[config.mk]
export PLATFORM = sky130hd
export DESIGN_NAME = ctq_cell
export DESIGN_NICKNAME = d
export VERILOG_FILES = /design/src/rtl/ctq_pkg.sv /design/src/rtl/ctq_cell.sv
export SDC_FILE = /design/constraint.sdc
export NUM_CORES = 1
export LEC_CHECK = 0
export ABC_AREA = 0
export ABC_CLOCK_PERIOD_IN_PS = 9950
export BUFFER_PORTS_ARGS = -buffer_cell sky130_fd_sc_hd__buf_2
export CAP_MARGIN = 20
export CORE_AREA = 2 2 162 164
export CTS_CLUSTER_DIAMETER = 200
export DETAILED_ROUTE_END_ITERATION = 6
export DIE_AREA = 0 0 164 166
export PLACE_DENSITY = 0.47
export SYNTH_ARGS = -nofsm -noshare
export SYNTH_HDL_FRONTEND = slang
export SYNTH_SLANG_ARGS = --single-unit
[constraint.sdc]
create_clock -name clk -period 9.95 [get_ports clk]
set_input_delay 1.99 -clock clk [delete_from_list [all_inputs] [get_ports clk]]
set_output_delay 1.99 -clock clk [all_outputs]
set_load 0.03 [all_outputs]
[src/rtl/ctq_pkg.sv]
// ctq_pkg: shared types and constants for the connection timeout queue.
// Used by ctq_cell, ctq_result_buf and connection_timeout_queue.
// No dependencies.

package ctq_pkg;

    localparam int ExpW   = 32;
    localparam int ConnW  = 10;
    localparam int SeqW   = 32;
    localparam int WaitW  = 16;
    localparam int CountW = 7;
    localparam int MaxRes = 64;
    localparam int ResAw  = 6;

    // input mode codes
    localparam logic [1:0] ModeAdd    = 2'd0;
    localparam logic [1:0] ModeDelete = 2'd1;
    localparam logic [1:0] ModePoll   = 2'd2;
    localparam logic [1:0] ModeClear  = 2'd3;

    // configuration register indexes
    localparam logic CfgWaitTime = 1'b0;
    localparam logic CfgKick     = 1'b1;

    localparam logic [WaitW-1:0] WaitTimeReset = 16'd30;

    typedef struct packed {
        logic [ExpW-1:0]  expiry;
        logic [ConnW-1:0] conn;
        logic [SeqW-1:0]  seq;
    } entry_t;

    // what a cell holds
    typedef struct packed {
        logic   used;
        entry_t ent;
    } cell_state_t;

    // a cell's view for this cycle, handed to its right neighbor
    typedef struct packed {
        logic   used;
        logic   gt;
        entry_t ent;
    } cell_link_t;

    // operation broadcast to every cell
    typedef struct packed {
        logic            shift;
        logic            ins;
        logic            cmp_en;
        logic [ExpW-1:0] key;
        entry_t          data;
    } cell_op_t;

    typedef struct packed {
        logic [ConnW-1:0] conn;
        logic [SeqW-1:0]  seq;
    } res_t;

endpackage

[src/rtl/ctq_cell.sv]
// ctq_cell: one slot of the sorted timer chain.
// Takes from its right neighbor on a shift and makes room for an insert.
// Depends on ctq_pkg.

module ctq_cell
(
    input  logic                 clk,
    input  logic                 rst_n,
    input  ctq_pkg::cell_op_t    op,
    input  logic                 clear_all,
    input  ctq_pkg::cell_link_t  left,
    input  ctq_pkg::cell_state_t right,
    output ctq_pkg::cell_state_t state,
    output ctq_pkg::cell_link_t  link
);

    ctq_pkg::entry_t      ent_reg;
    ctq_pkg::entry_t      ent_next;
    logic                 used_reg;
    logic                 used_next;
    ctq_pkg::cell_state_t view;
    logic                 gt;

    // view after the optional head pop
    always_comb
    begin
        if (op.shift)
        begin
            view = right;
        end
        else
        begin
            view.used = used_reg;
            view.ent  = ent_reg;
        end
    end

    assign gt = op.cmp_en && view.used && (view.ent.expiry > op.key);

    assign link.used = view.used;
    assign link.gt   = gt;
    assign link.ent  = view.ent;

    always_comb
    begin
        ent_next  = view.ent;
        used_next = view.used;
        if (clear_all)
        begin
            used_next = 1'b0;
        end
        else if (op.ins && left.gt)
        begin
            // left neighbor moves right to make room
            ent_next  = left.ent;
            used_next = 1'b1;
        end
        else if (op.ins && (gt || !view.used) && left.used)
        begin
            ent_next  = op.data;
            used_next = 1'b1;
        end
    end

    always_ff @(posedge clk or negedge rst_n)
    begin
        if (!rst_n)
        begin
            used_reg <= 1'b0;
        end
        else
        begin
            used_reg <= used_next;
        end
    end

    always_ff @(posedge clk)
    begin
        ent_reg <= ent_next;
    end

    assign state.used = used_reg;
    assign state.ent  = ent_reg;

endmodule

==> metrics.md <==
| Metric | Value |
|---|---|
| Number of antenna violations at the first check in global routing | `3` |
| Die Height | `166 µm` |
| Power Dens Cells | `between 150 and 200 mW/mm²` |
| Global-route usage over all layers | `~17%` |
| Initial Utilization | `between 20% and 30%` |
| Most common flop cell mapped by yosys | `sky130_fd_sc_hd__dfxtp_1` |
| Met2 wirelength from detailed routing | `between 10000 and 15000 µm` |
| Final standard cell utilization of the core | `between 30% and 40%` |
| Fraction of synthesis flops using an asynchronous set or reset pin | `under 10%` |
| Hold Worst Slack | `just over 0.7 ns` |
| Wire length on met3 | `between 1500 and 2000 µm` |
| Unrepaired setup endpoints after global routing | `no` |
| Final HPWL from detailed placement | `18290 µm` |
| Cell Chain, Critical Path | `buf_4 > mux2_2 > ha_1 > a21oi_1 > o21ai_0 > a221oi_1 > nand3_1 > nand2_1 > and3b_1 > and3b_1 > buf_2` |
| Fraction of the mapped netlist area in compound gates | `a little under an eighth` |
| Aggregate routed wire length | `24600 µm` |
| Proportion of synthesized chip area in sequential cells | `27.73%` |
| Depth of the worst register-to-register path | `10` |
| Critical path peak fanout | `75` |
| Final critical-path required period | `about 7 ns` |
| Portion of netlist area occupied by mux cells | `15.52%` |
| Post-layout nets | `roughly 1300` |
| Count of buffers inserted at the top-level ports | `413` |
| Fin. Hold Viols | `0` |
| Pins over their slew limit | `0` |
| Die width | `~160 µm` |
| Netlist Area Pre-Place | `approximately 0.0054 mm²` |
| Post-synthesis sequential element count | `75` |
| Endpoint required time on the critical path | `7.96 ns` |
| Critical-path cell with the highest stage delay | `sky130_fd_sc_hd__buf_4` |
| Resized cells post-CTS | `0` |
| Most frequent CP cell | `sky130_fd_sc_hd__and3b_1` |
| Signal arrival time at the worst endpoint | `4.95 ns` |
| Clock edge transition at the registers on the reported setup and hold paths | `around 0.070 ns` |
| Total of fill cells in the finished design | `2791` |
| Source-to-sink clock delay at the later pin of the worst-skew pair | `0.35 ns` |
| Class of the most critical hold timing path | `flop to flop` |
| Hold Buf Count CTS | `0` |
| Total number of placement rows | `between 50 and 60` |
| Fraction of the mapped netlist area in simple logic gates | `29.92%` |
| Uppermost signal routing layer after detailed routing | `met5` |
| Number of different library cells in the post-synthesis netlist | `34` |
| Routed metal-1 wire length | `10630 µm` |
| Pin count of the biggest net entering global routing | `86` |
| Synth Warn # | `0` |
| Gp weighted congestion | `0.8207` |
| Maximum resistive drop on vdd | `0.00007308 V` |
| Count of antenna-violating nets left after detailed routing | `0` |
| Area enclosed by the die boundary | `around 0.027 mm²` |
| Post-CTS Setup Bufs | `0` |
| Placed cell count | `1333` |
| Type of the worst setup path | `input pin to output pin` |
| Post-Syn Area per Cell | `8.502 µm²` |
| Mapped Nets | `934` |
| Leak Pwr | `0.003789 µW` |
| Via density per instance | `4.767` |
| Pwr Total | `1356 µW` |
| Maximum clock insertion buffer count | `2` |
| Stage delay of the slowest cell on the critical path | `0.79 ns` |
| Number of global-route vias before repair | `6265` |
| Top-Level Pins | `414` |
| Number of levels the H-tree was split into | `3` |
| Setup Skew | `between 0.01 and 0.015 ns` |
| Cell depth of the worst hold path | `3` |
| Clock tree from TritonCTS | `yes` |
| Worst setup EP type | `output pin` |
| TritonCTS buffer count | `9` |
| Total congestion overflow | `0` |
| EDFF count, synth | `0` |
| Main combinational cell family by area after synthesis | `simple AND/OR/NAND/NOR gates` |
| F_max | `144.0 MHz` |
| Slew headroom | `a little over a quarter` |
| Clock net sink count | `75` |
| Overall via count from detail_route | `between 6000 and 7000` |
| Number of cells produced by synthesis | `639` |
| Fraction of final layout cells sized beyond drive strength 1 | `56.61%` |
| Core Footprint | `0.02562 mm²` |
| Category of the worst setup path launch point | `input pin` |
| Parity-gate share of the synthesized area counting xor and xnor cells | `0%` |
| Setup TNS Final | `0 ns` |
| Total area of multi-input combinational cells | `0.003540 mm²` |
| Commonest cells after routing, fill and taps aside | `sky130_fd_sc_hd__buf_2, sky130_fd_sc_hd__nor3_1, sky130_fd_sc_hd__mux2_2, sky130_fd_sc_hd__o22ai_1, sky130_fd_sc_hd__dfxtp_1` |
| Adder-cell share of the synthesized area | `7.370%` |
| First-pass iteration count of the detailed router | `4` |
| Result of the run | `finished clean` |
| Area Growth Syn to Fin | `48.02%` |
| Average wire per standard cell | `between 15 and 20 µm` |
| Most common cell after layout, fill and taps aside | `sky130_fd_sc_hd__buf_2` |
| Portion of the clock cycle consumed by the worst path in the final layout | `69.79%` |
| Total setup violations reported at the end of the flow | `0` |
| First-pass GRT wire length | `36320 µm` |
| Slew at the pin with the worst max-slew slack | `1.100 ns` |
| Clock root buffer master | `sky130_fd_sc_hd__clkbuf_16` |
| Number of flip-flops under the largest register name | `74` |
| DRC viols | `0` |
| Finished Layout Cells | `1350` |
| Area of all sequential standard cells | `0.001506 mm²` |
| Number of design-rule violations left by the first detailed-router iteration | `284` |
| Maximum Capacitance Violations | `0` |
## layer usage
layer	vias up	GRT usage, %
met5	-	0
met4	2	5.492
met3	32	3.497
met2	252	29.43
met1	3009	21.26
li1	3141	-
## report_power, final
part	total (µW)	leakage, µW	internal (µW)	switching (µW)
Clock	378	0.000161	229	149
Combinational	596	0.00299	204	393
Sequential	382	0.000637	353	29.0
## cells by family (layout without fill, tap and decap cells)
kind of cell,Yosys count,count (layout)
compound gates,103,103
fa+ha+maj,32,32
buf+inv,95,470
flops,75,75
mux,75,75
other cells,0,1
simple gates,259,259
## critical path: cells and delay by family
family / cells / cell delay [ns]
compound gates: 3 / 0.64
fa+ha+maj: 1 / 0.30
buf+inv: 2 / 0.97
mux: 1 / 0.46
simple gates: 4 / 0.56
## path summary, 6_finish.rpt
kind                                start         to  slack, ns
worst max-delay path              op[108]   link[74]       3.01
max in group asynchronous           rst_n   used_reg       8.45
worst min-delay path            state[30]  state[30]       0.73
worst max register to register  state[56]  state[12]       5.85
min in group asynchronous           rst_n   used_reg       1.41
worst min register to register  state[30]  state[30]       0.73
## final cells by class
| class | instances | area share, % |
|---|---|---|
| multi-input cells | 469 | 44.02 |
| repair buffers | 418 | 26.28 |
| flip-flops and latches | 75 | 18.73 |
| well taps | 335 | 5.212 |
| clock buffers | 11 | 3.019 |
| inverters | 36 | 1.680 |
| clock inverters | 5 | 1.027 |
| diodes | 1 | 0.03112 |
## per-stage QoR
step / worst slack [ns] / cell area [µm²]
floorplan: 3.361 / 5433
global placement: 3.007 / 7714
detailed placement: 2.976 / 7714
CTS: 2.975 / 8039
global route: 2.779 / 8039
finish: 3.006 / 8041
## synthesized netlist by cell type, drive strengths merged, types with 4 or more instances
master  count  area share [%]
nor3      223              26
clkbuf     46             3.2
nor2        4            0.28
ha         32             7.4
a21oi      15             1.4
o21ai       6            0.55
inv        36             2.5
o22ai      74             8.5
buf        13             2.0
nand2      12            0.83
nand4       8             1.0
mux2       74              15
nand3       4            0.37
dfxtp      74              27
No activity file was read; power rests on OpenSTA's default activity.
