==> src/rtl/ctq_pkg.sv <==
// ctq_pkg: shared types and constants for the connection timeout queue.
// Used by ctq_cell, ctq_result_buf and connection_timeout_queue.
// No dependencies.

package ctq_pkg;

    localparam int ExpW   = 32;
    localparam int ConnW  = 10;
    localparam int SeqW   = 32;
    localparam int WaitW  = 16;
    localparam int CountW = 7;
    localparam int MaxRes = 64;
    localparam int ResAw  = 6;

    // input mode codes
    localparam logic [1:0] ModeAdd    = 2'd0;
    localparam logic [1:0] ModeDelete = 2'd1;
    localparam logic [1:0] ModePoll   = 2'd2;
    localparam logic [1:0] ModeClear  = 2'd3;

    // configuration register indexes
    localparam logic CfgWaitTime = 1'b0;
    localparam logic CfgKick     = 1'b1;

    localparam logic [WaitW-1:0] WaitTimeReset = 16'd30;

    typedef struct packed {
        logic [ExpW-1:0]  expiry;
        logic [ConnW-1:0] conn;
        logic [SeqW-1:0]  seq;
    } entry_t;

    // what a cell holds
    typedef struct packed {
        logic   used;
        entry_t ent;
    } cell_state_t;

    // a cell's view for this cycle, handed to its right neighbor
    typedef struct packed {
        logic   used;
        logic   gt;
        entry_t ent;
    } cell_link_t;

    // operation broadcast to every cell
    typedef struct packed {
        logic            shift;
        logic            ins;
        logic            cmp_en;
        logic [ExpW-1:0] key;
        entry_t          data;
    } cell_op_t;

    typedef struct packed {
        logic [ConnW-1:0] conn;
        logic [SeqW-1:0]  seq;
    } res_t;

endpackage

==> src/rtl/ctq_result_buf.sv <==
// ctq_result_buf: holds the entries popped by one poll until they are sent.
// Single write port, registered read. Depends on ctq_pkg.

module ctq_result_buf
(
    input  logic                       clk,
    input  logic                       wr_en,
    input  logic [ctq_pkg::ResAw-1:0]  wr_addr,
    input  ctq_pkg::res_t              wr_data,
    input  logic                       rd_en,
    input  logic [ctq_pkg::ResAw-1:0]  rd_addr,
    output ctq_pkg::res_t              rd_data
);

    ctq_pkg::res_t mem [ctq_pkg::MaxRes];
    ctq_pkg::res_t rd_data_reg;

    always_ff @(posedge clk)
    begin
        if (wr_en)
        begin
            mem[wr_addr] <= wr_data;
        end
        if (rd_en)
        begin
            rd_data_reg <= mem[rd_addr];
        end
    end

    assign rd_data = rd_data_reg;

endmodule

==> config.mk <==
export PLATFORM = sky130hd
export DESIGN_NAME = ctq_result_buf
export DESIGN_NICKNAME = d
export VERILOG_FILES = /design/src/rtl/ctq_pkg.sv /design/src/rtl/ctq_result_buf.sv
export SDC_FILE = /design/constraint.sdc
export NUM_CORES = 2
export LEC_CHECK = 0
export BUFFER_PORTS_ARGS = -buffer_cell sky130_fd_sc_hd__buf_2
export CAP_MARGIN = 10
export CELL_PAD_IN_SITES_DETAIL_PLACEMENT = 1
export CELL_PAD_IN_SITES_GLOBAL_PLACEMENT = 2
export CORE_MARGIN = 1.5
export CORE_UTILIZATION = 40
export CTS_BUF_LIST = sky130_fd_sc_hd__clkbuf_4
export DETAILED_ROUTE_END_ITERATION = 10
export GPL_TIMING_DRIVEN = 0
export HOLD_SLACK_MARGIN = 0.06
export PLACE_DENSITY = 0.66
export RECOVER_POWER = 25
export SETUP_SLACK_MARGIN = 0.3
export SLEW_MARGIN = 5
export SYNTH_ARGS = -nofsm -noshare
export SYNTH_HDL_FRONTEND = slang
export SYNTH_SLANG_ARGS = --single-unit
==> constraint.sdc <==
create_clock -name clk -period 5.1 [get_ports clk]
set_clock_uncertainty 0.15 [all_clocks]
set_input_delay 0.255 -clock clk [delete_from_list [all_inputs] [get_ports clk]]
set_output_delay 0.255 -clock clk [all_outputs]
set_load 0.02 [all_outputs]
==> report_table.html <==
<table>
<tr><th>Metric</th><th>Value</th></tr>
<tr><th colspan="2">Outcome</th></tr>
<tr><td>Outcome</td><td>finished with violations</td></tr>
<tr><td>Violated checks</td><td>max-capacitance violations, max-slew violations</td></tr>
<tr><th colspan="2">Timing</th></tr>
<tr><td>Number of pins with negative max-slew slack in the final report</td><td>between 1500 and 2000</td></tr>
<tr><td>Rel. slew slack</td><td>-1.58</td></tr>
<tr><td>Final setup violation count</td><td>0</td></tr>
<tr><td>Final Hold Fails</td><td>0</td></tr>
<tr><td>Setup repair after global routing missed its margin</td><td>no</td></tr>
<tr><td>Ratio of final minimum period to clock period</td><td>0.793</td></tr>
<tr><td>Final min period</td><td>just over 4 ns</td></tr>
<tr><td>Highest clock rate</td><td>about 0.25 GHz</td></tr>
<tr><td>Final worst-path setup slack</td><td>1.06 ns</td></tr>
<tr><td>Hold slack</td><td>approximately 0.24 ns</td></tr>
<tr><td>Worst-margin pin slew</td><td>approximately 3.9 ns</td></tr>
<tr><th colspan="2">Synthesis</th></tr>
<tr><td>Sequential fraction of the synthesis area</td><td>0.790</td></tr>
<tr><td>Share of the synthesized area in the top cell type</td><td>0.790</td></tr>
<tr><td>Netlist area before placement</td><td>~0.10 mm²</td></tr>
<tr><td>FFs w/ async S/R, synth</td><td>0</td></tr>
<tr><td>Yosys warning total</td><td>0</td></tr>
<tr><td>Ys flop type</td><td>sky130_fd_sc_hd__edfxtp_1</td></tr>
<tr><td>Count leader, synth</td><td>sky130_fd_sc_hd__edfxtp_1</td></tr>
<tr><td>Count of distinct cell types in the synthesized netlist</td><td>42</td></tr>
<tr><td>Number of storage elements in the synthesis netlist</td><td>~2700</td></tr>
<tr><td>Most instantiated cells after synthesis</td><td>sky130_fd_sc_hd__edfxtp_1, sky130_fd_sc_hd__mux4_2, sky130_fd_sc_hd__mux2i_1, sky130_fd_sc_hd__nor2_1, sky130_fd_sc_hd__clkbuf_1</td></tr>
<tr><td>Cell accounting for the most synthesized area</td><td>sky130_fd_sc_hd__edfxtp_1</td></tr>
<tr><td>Synth area leaders</td><td>sky130_fd_sc_hd__edfxtp_1, sky130_fd_sc_hd__mux4_2, sky130_fd_sc_hd__mux2i_1, sky130_fd_sc_hd__a22oi_1, sky130_fd_sc_hd__mux2_2</td></tr>
<tr><td>Synth Area per Inst</td><td>23.8 µm²</td></tr>
<tr><td>Number of flops mapped to enable cells by yosys</td><td>roughly 2700</td></tr>
<tr><td>Synthesized instance count</td><td>between 4000 and 5000</td></tr>
<tr><td>Post-synthesis net count</td><td>about 4400</td></tr>
<tr><th colspan="2">Global routing</th></tr>
<tr><td>Vias in the first global route</td><td>approximately 56000</td></tr>
<tr><td>GRT overflow</td><td>0</td></tr>
<tr><td>Wire length of the first global-routing pass</td><td>about 440 mm</td></tr>
<tr><td>Antenna violations before repair</td><td>22</td></tr>
<tr><td>Maximum number of pins on one net before global-route repair</td><td>65</td></tr>
<tr><td>Gr usage total</td><td>0.245</td></tr>
<tr><th colspan="2">Die</th></tr>
<tr><td>Core area</td><td>around 0.26 mm²</td></tr>
<tr><td>Std-Cell Rows</td><td>about 190</td></tr>
<tr><td>Initial Util</td><td>0.403</td></tr>
<tr><td>Overall die width</td><td>slightly above 500 µm</td></tr>
<tr><td>Height of the die</td><td>just over 500 µm</td></tr>
<tr><td>Die area</td><td>~0.26 mm²</td></tr>
<tr><td>Count of pins on the block boundary</td><td>99</td></tr>
<tr><th colspan="2">Route</th></tr>
<tr><td>Vias</td><td>53800</td></tr>
<tr><td>Via density per instance</td><td>roughly 5.8</td></tr>
<tr><td>Average wire per cell in the routed design</td><td>approximately 35 µm</td></tr>
<tr><td>Pre-antenna DRT Iters</td><td>6</td></tr>
<tr><td>Final antenna-violating net count</td><td>0</td></tr>
<tr><td>First-iteration detailed-routing DRC count</td><td>roughly 6200</td></tr>
<tr><td>Final routed DRC violation total</td><td>0</td></tr>
<tr><td>Overall routed net length</td><td>323 mm</td></tr>
<tr><th colspan="2">Final layout</th></tr>
<tr><td>Max FFs per register</td><td>roughly 2700</td></tr>
<tr><td>Net count reported at finish</td><td>5490</td></tr>
<tr><td>Final core utilization</td><td>0.473</td></tr>
<tr><td>Number of standard cells in the final layout excluding fillers</td><td>between 9000 and 10000</td></tr>
<tr><td>Area growth from synthesis to layout</td><td>17.4%</td></tr>
<tr><td>Layout cells sized above 1</td><td>0.372</td></tr>
<tr><td>Number of inserted filler cells in the final layout</td><td>roughly 23000</td></tr>
<tr><th colspan="2">Setup path</th></tr>
<tr><td>Critical Path RT</td><td>just under 6 ns</td></tr>
<tr><td>Biggest fanout along the worst timing path</td><td>8</td></tr>
<tr><td>Slowest cell on the critical path</td><td>sky130_fd_sc_hd__dlygate4sd3_1</td></tr>
<tr><td>Cell-by-cell listing of the critical path</td><td>dlygate4sd3_1, dlygate4sd3_1, clkbuf_1, dlygate4sd3_1, nor3_2, dlygate4sd3_1, dlygate4sd3_1, buf_4, buf_4, buf_4, buf_4</td></tr>
<tr><td>Biggest cell delay along the critical path</td><td>just under 0.8 ns</td></tr>
<tr><td>Kind of capture point of the worst setup path</td><td>register</td></tr>
<tr><td>Category of the worst setup path launch point</td><td>primary input</td></tr>
<tr><td>Cell type with the highest occurrence count on the critical path</td><td>sky130_fd_sc_hd__dlygate4sd3_1</td></tr>
<tr><td>CP arrival</td><td>4.87 ns</td></tr>
<tr><td>Critical path class</td><td>in -&gt; reg</td></tr>
<tr><th colspan="2">Power and ir drop</th></tr>
<tr><td>Internal power component</td><td>roughly 35 mW</td></tr>
<tr><td>Largest vdd supply drop</td><td>about 200 µV</td></tr>
<tr><td>P_leak</td><td>38.8 nW</td></tr>
<tr><td>Share of power burned in registers</td><td>0.541</td></tr>
<tr><td>Sw Ratio</td><td>0.235</td></tr>
<tr><td>PwrDens</td><td>~380 mW/mm²</td></tr>
<tr><td>Clock group share of total power</td><td>0.399</td></tr>
<tr><td>Sum of internal, switching and leakage power</td><td>between 40 and 50 mW</td></tr>
<tr><td>Combinational fraction of design power</td><td>0.059</td></tr>
<tr><td>Net switching component of the power</td><td>between 10 and 15 mW</td></tr>
<tr><th colspan="2">Placed design</th></tr>
<tr><td>I/O Buffers</td><td>90</td></tr>
<tr><td>Dpl ws</td><td>between 0.2 and 0.3 ns</td></tr>
<tr><td>Placed cell count</td><td>7976</td></tr>
<tr><td>Global placement routability congestion</td><td>between 0.8 and 0.9</td></tr>
<tr><td>Detailed placement HPWL</td><td>just over 200 mm</td></tr>
<tr><th colspan="2">Clocking</th></tr>
<tr><td>Clk buf depth</td><td>4</td></tr>
<tr><td>Clk Tree Root Cell</td><td>sky130_fd_sc_hd__clkbuf_4</td></tr>
<tr><td>Num Clock Sinks</td><td>2730</td></tr>
<tr><td>Later-pin clock latency in the skew report</td><td>1.38 ns</td></tr>
<tr><td>Number of buffers created by CTS</td><td>roughly 700</td></tr>
<tr><td>Clk pin slew, worst setup/hold paths</td><td>~0.06 ns</td></tr>
<tr><td>Clock H-tree levels</td><td>6</td></tr>
<tr><td>Clock tree from TritonCTS</td><td>built</td></tr>
<tr><td>Setup repair bufs after CTS</td><td>0</td></tr>
<tr><td>Post-cts sizing count</td><td>0</td></tr>
<tr><th colspan="2">Job</th></tr>
<tr><td>Count of max-cap constraint violations</td><td>37</td></tr>
<tr><th colspan="2">Min path</th></tr>
<tr><td>Worst min-delay path class</td><td>in -&gt; reg</td></tr>
</table>
==> cells in the final DEF (no fill, tap or decap), types with 6 or more instances in the layout <==
master	netlist	routed
sky130_fd_sc_hd__buf_16	0	30
sky130_fd_sc_hd__buf_4	48	64
sky130_fd_sc_hd__bufinv_16	0	9
sky130_fd_sc_hd__clkinv_1	0	98
sky130_fd_sc_hd__o221ai_1	32	32
sky130_fd_sc_hd__a221oi_1	26	26
sky130_fd_sc_hd__clkbuf_4	1	1004
sky130_fd_sc_hd__a21oi_1	31	31
sky130_fd_sc_hd__inv_2	1	9
sky130_fd_sc_hd__nor2b_1	14	14
sky130_fd_sc_hd__o21ai_0	7	7
sky130_fd_sc_hd__a22oi_1	83	83
sky130_fd_sc_hd__clkinvlp_4	0	10
sky130_fd_sc_hd__buf_12	0	108
sky130_fd_sc_hd__and2_1	11	11
sky130_fd_sc_hd__nand3b_1	12	12
sky130_fd_sc_hd__inv_6	0	6
sky130_fd_sc_hd__a31oi_1	6	6
sky130_fd_sc_hd__a22o_1	17	17
sky130_fd_sc_hd__buf_1	20	20
sky130_fd_sc_hd__clkinv_4	0	14
sky130_fd_sc_hd__a211oi_1	20	19
sky130_fd_sc_hd__buf_6	13	14
sky130_fd_sc_hd__nor2_1	114	52
sky130_fd_sc_hd__edfxtp_1	2730	2730
sky130_fd_sc_hd__a222oi_1	9	9
sky130_fd_sc_hd__buf_2	62	114
sky130_fd_sc_hd__clkbuf_1	97	150
sky130_fd_sc_hd__nor3_1	13	11
sky130_fd_sc_hd__mux2_2	40	40
sky130_fd_sc_hd__o22ai_1	30	30
sky130_fd_sc_hd__nor2_4	0	62
sky130_fd_sc_hd__nand2_1	35	35
sky130_fd_sc_hd__dlygate4sd3_1	0	116
sky130_fd_sc_hd__nand3_1	7	7
sky130_fd_sc_hd__mux4_2	685	685
sky130_fd_sc_hd__clkinv_2	0	7
sky130_fd_sc_hd__nand2b_1	7	7
sky130_fd_sc_hd__mux2i_1	154	154
==> stage by stage <==
stage | setup TNS (ns) | area, µm²
after CTS | 0 | 122000
after global placement | -3345.34 | 108000
final | 0 | 122000
after global routing | 0 | 122000
after floorplan | 0 | 104000
after detailed placement | 0 | 112000
==> what timing repair did <==
action / 4_1_cts / 5_1_grt
hold buffers: 119 / 18
setup endpoints to repair: 0 / 0
hold endpoints to repair: 3555 / 973
==> routing by layer <==
layer  GRT usage  vias up  share of wire
li1            -    21400              -
met1       0.333    29200           0.40
met2       0.390     2665           0.48
met3      0.0566      520          0.088
met4      0.0864        6          0.035
met5           0        -        0.00011
==> critical path: cells and delay by family <==
kind	cells	cell delay (ns)
buffers and inverters	10	4.43
AND/OR/NAND/NOR	1	0.16
==> final timing paths <==
check	from	endpoint	slack, ns	cells after the start
worst max-delay path	wr_addr[1]	mem[49][12]$_DFFE_PP_	1.06	11
worst min-delay path	rd_addr[3]	rd_data[24]$_DFFE_PP_	0.24	5
worst max register to register	mem[5][4]$_DFFE_PP_	rd_data[4]$_DFFE_PP_	2.03	5
worst min register to register	mem[46][4]$_DFFE_PP_	rd_data[4]$_DFFE_PP_	0.95	4
==> power by group through the flow <==
stage	clock (mW)	sequential (mW)	combinational, mW
final	18.4	25.0	2.74
after floorplan	0	25.4	1.22
after global routing	19.8	25.0	2.85
after detailed placement	0	25.4	2.64
after global placement	0	25.4	2.52
after CTS	18.8	24.9	2.78
==> logic make-up (layout without fill, tap and decap cells) <==
| logic type | count (synthesis) | after routing | share of synthesized area |
|---|---|---|---|
| multiplexers | 879 | 879 | 0.168 |
| flip-flops | 2730 | 2730 | 0.790 |
| other | 0 | 5 | 0 |
| AND/OR/NAND/NOR | 226 | 226 | 0.0100 |
| buffers and inverters | 242 | 1781 | 0.0122 |
| AO/OA/AOI/OAI | 275 | 275 | 0.0199 |
==> final cells by class <==
class,count,area (µm²),area share
Antenna cell,5,12.5,0.000103
Tap cell,3384,4230,0.0348
Inverter,1,3.75,0.0000308
Clock inverter,154,976,0.00801
Multi-Input combinational cell,1380,21000,0.172
Timing Repair Buffer,382,4800,0.0394
Sequential cell,2730,82000,0.673
Clock buffer,1003,7530,0.0618
Buffer,241,1270,0.0104
(Power assumes the default switching activity.)
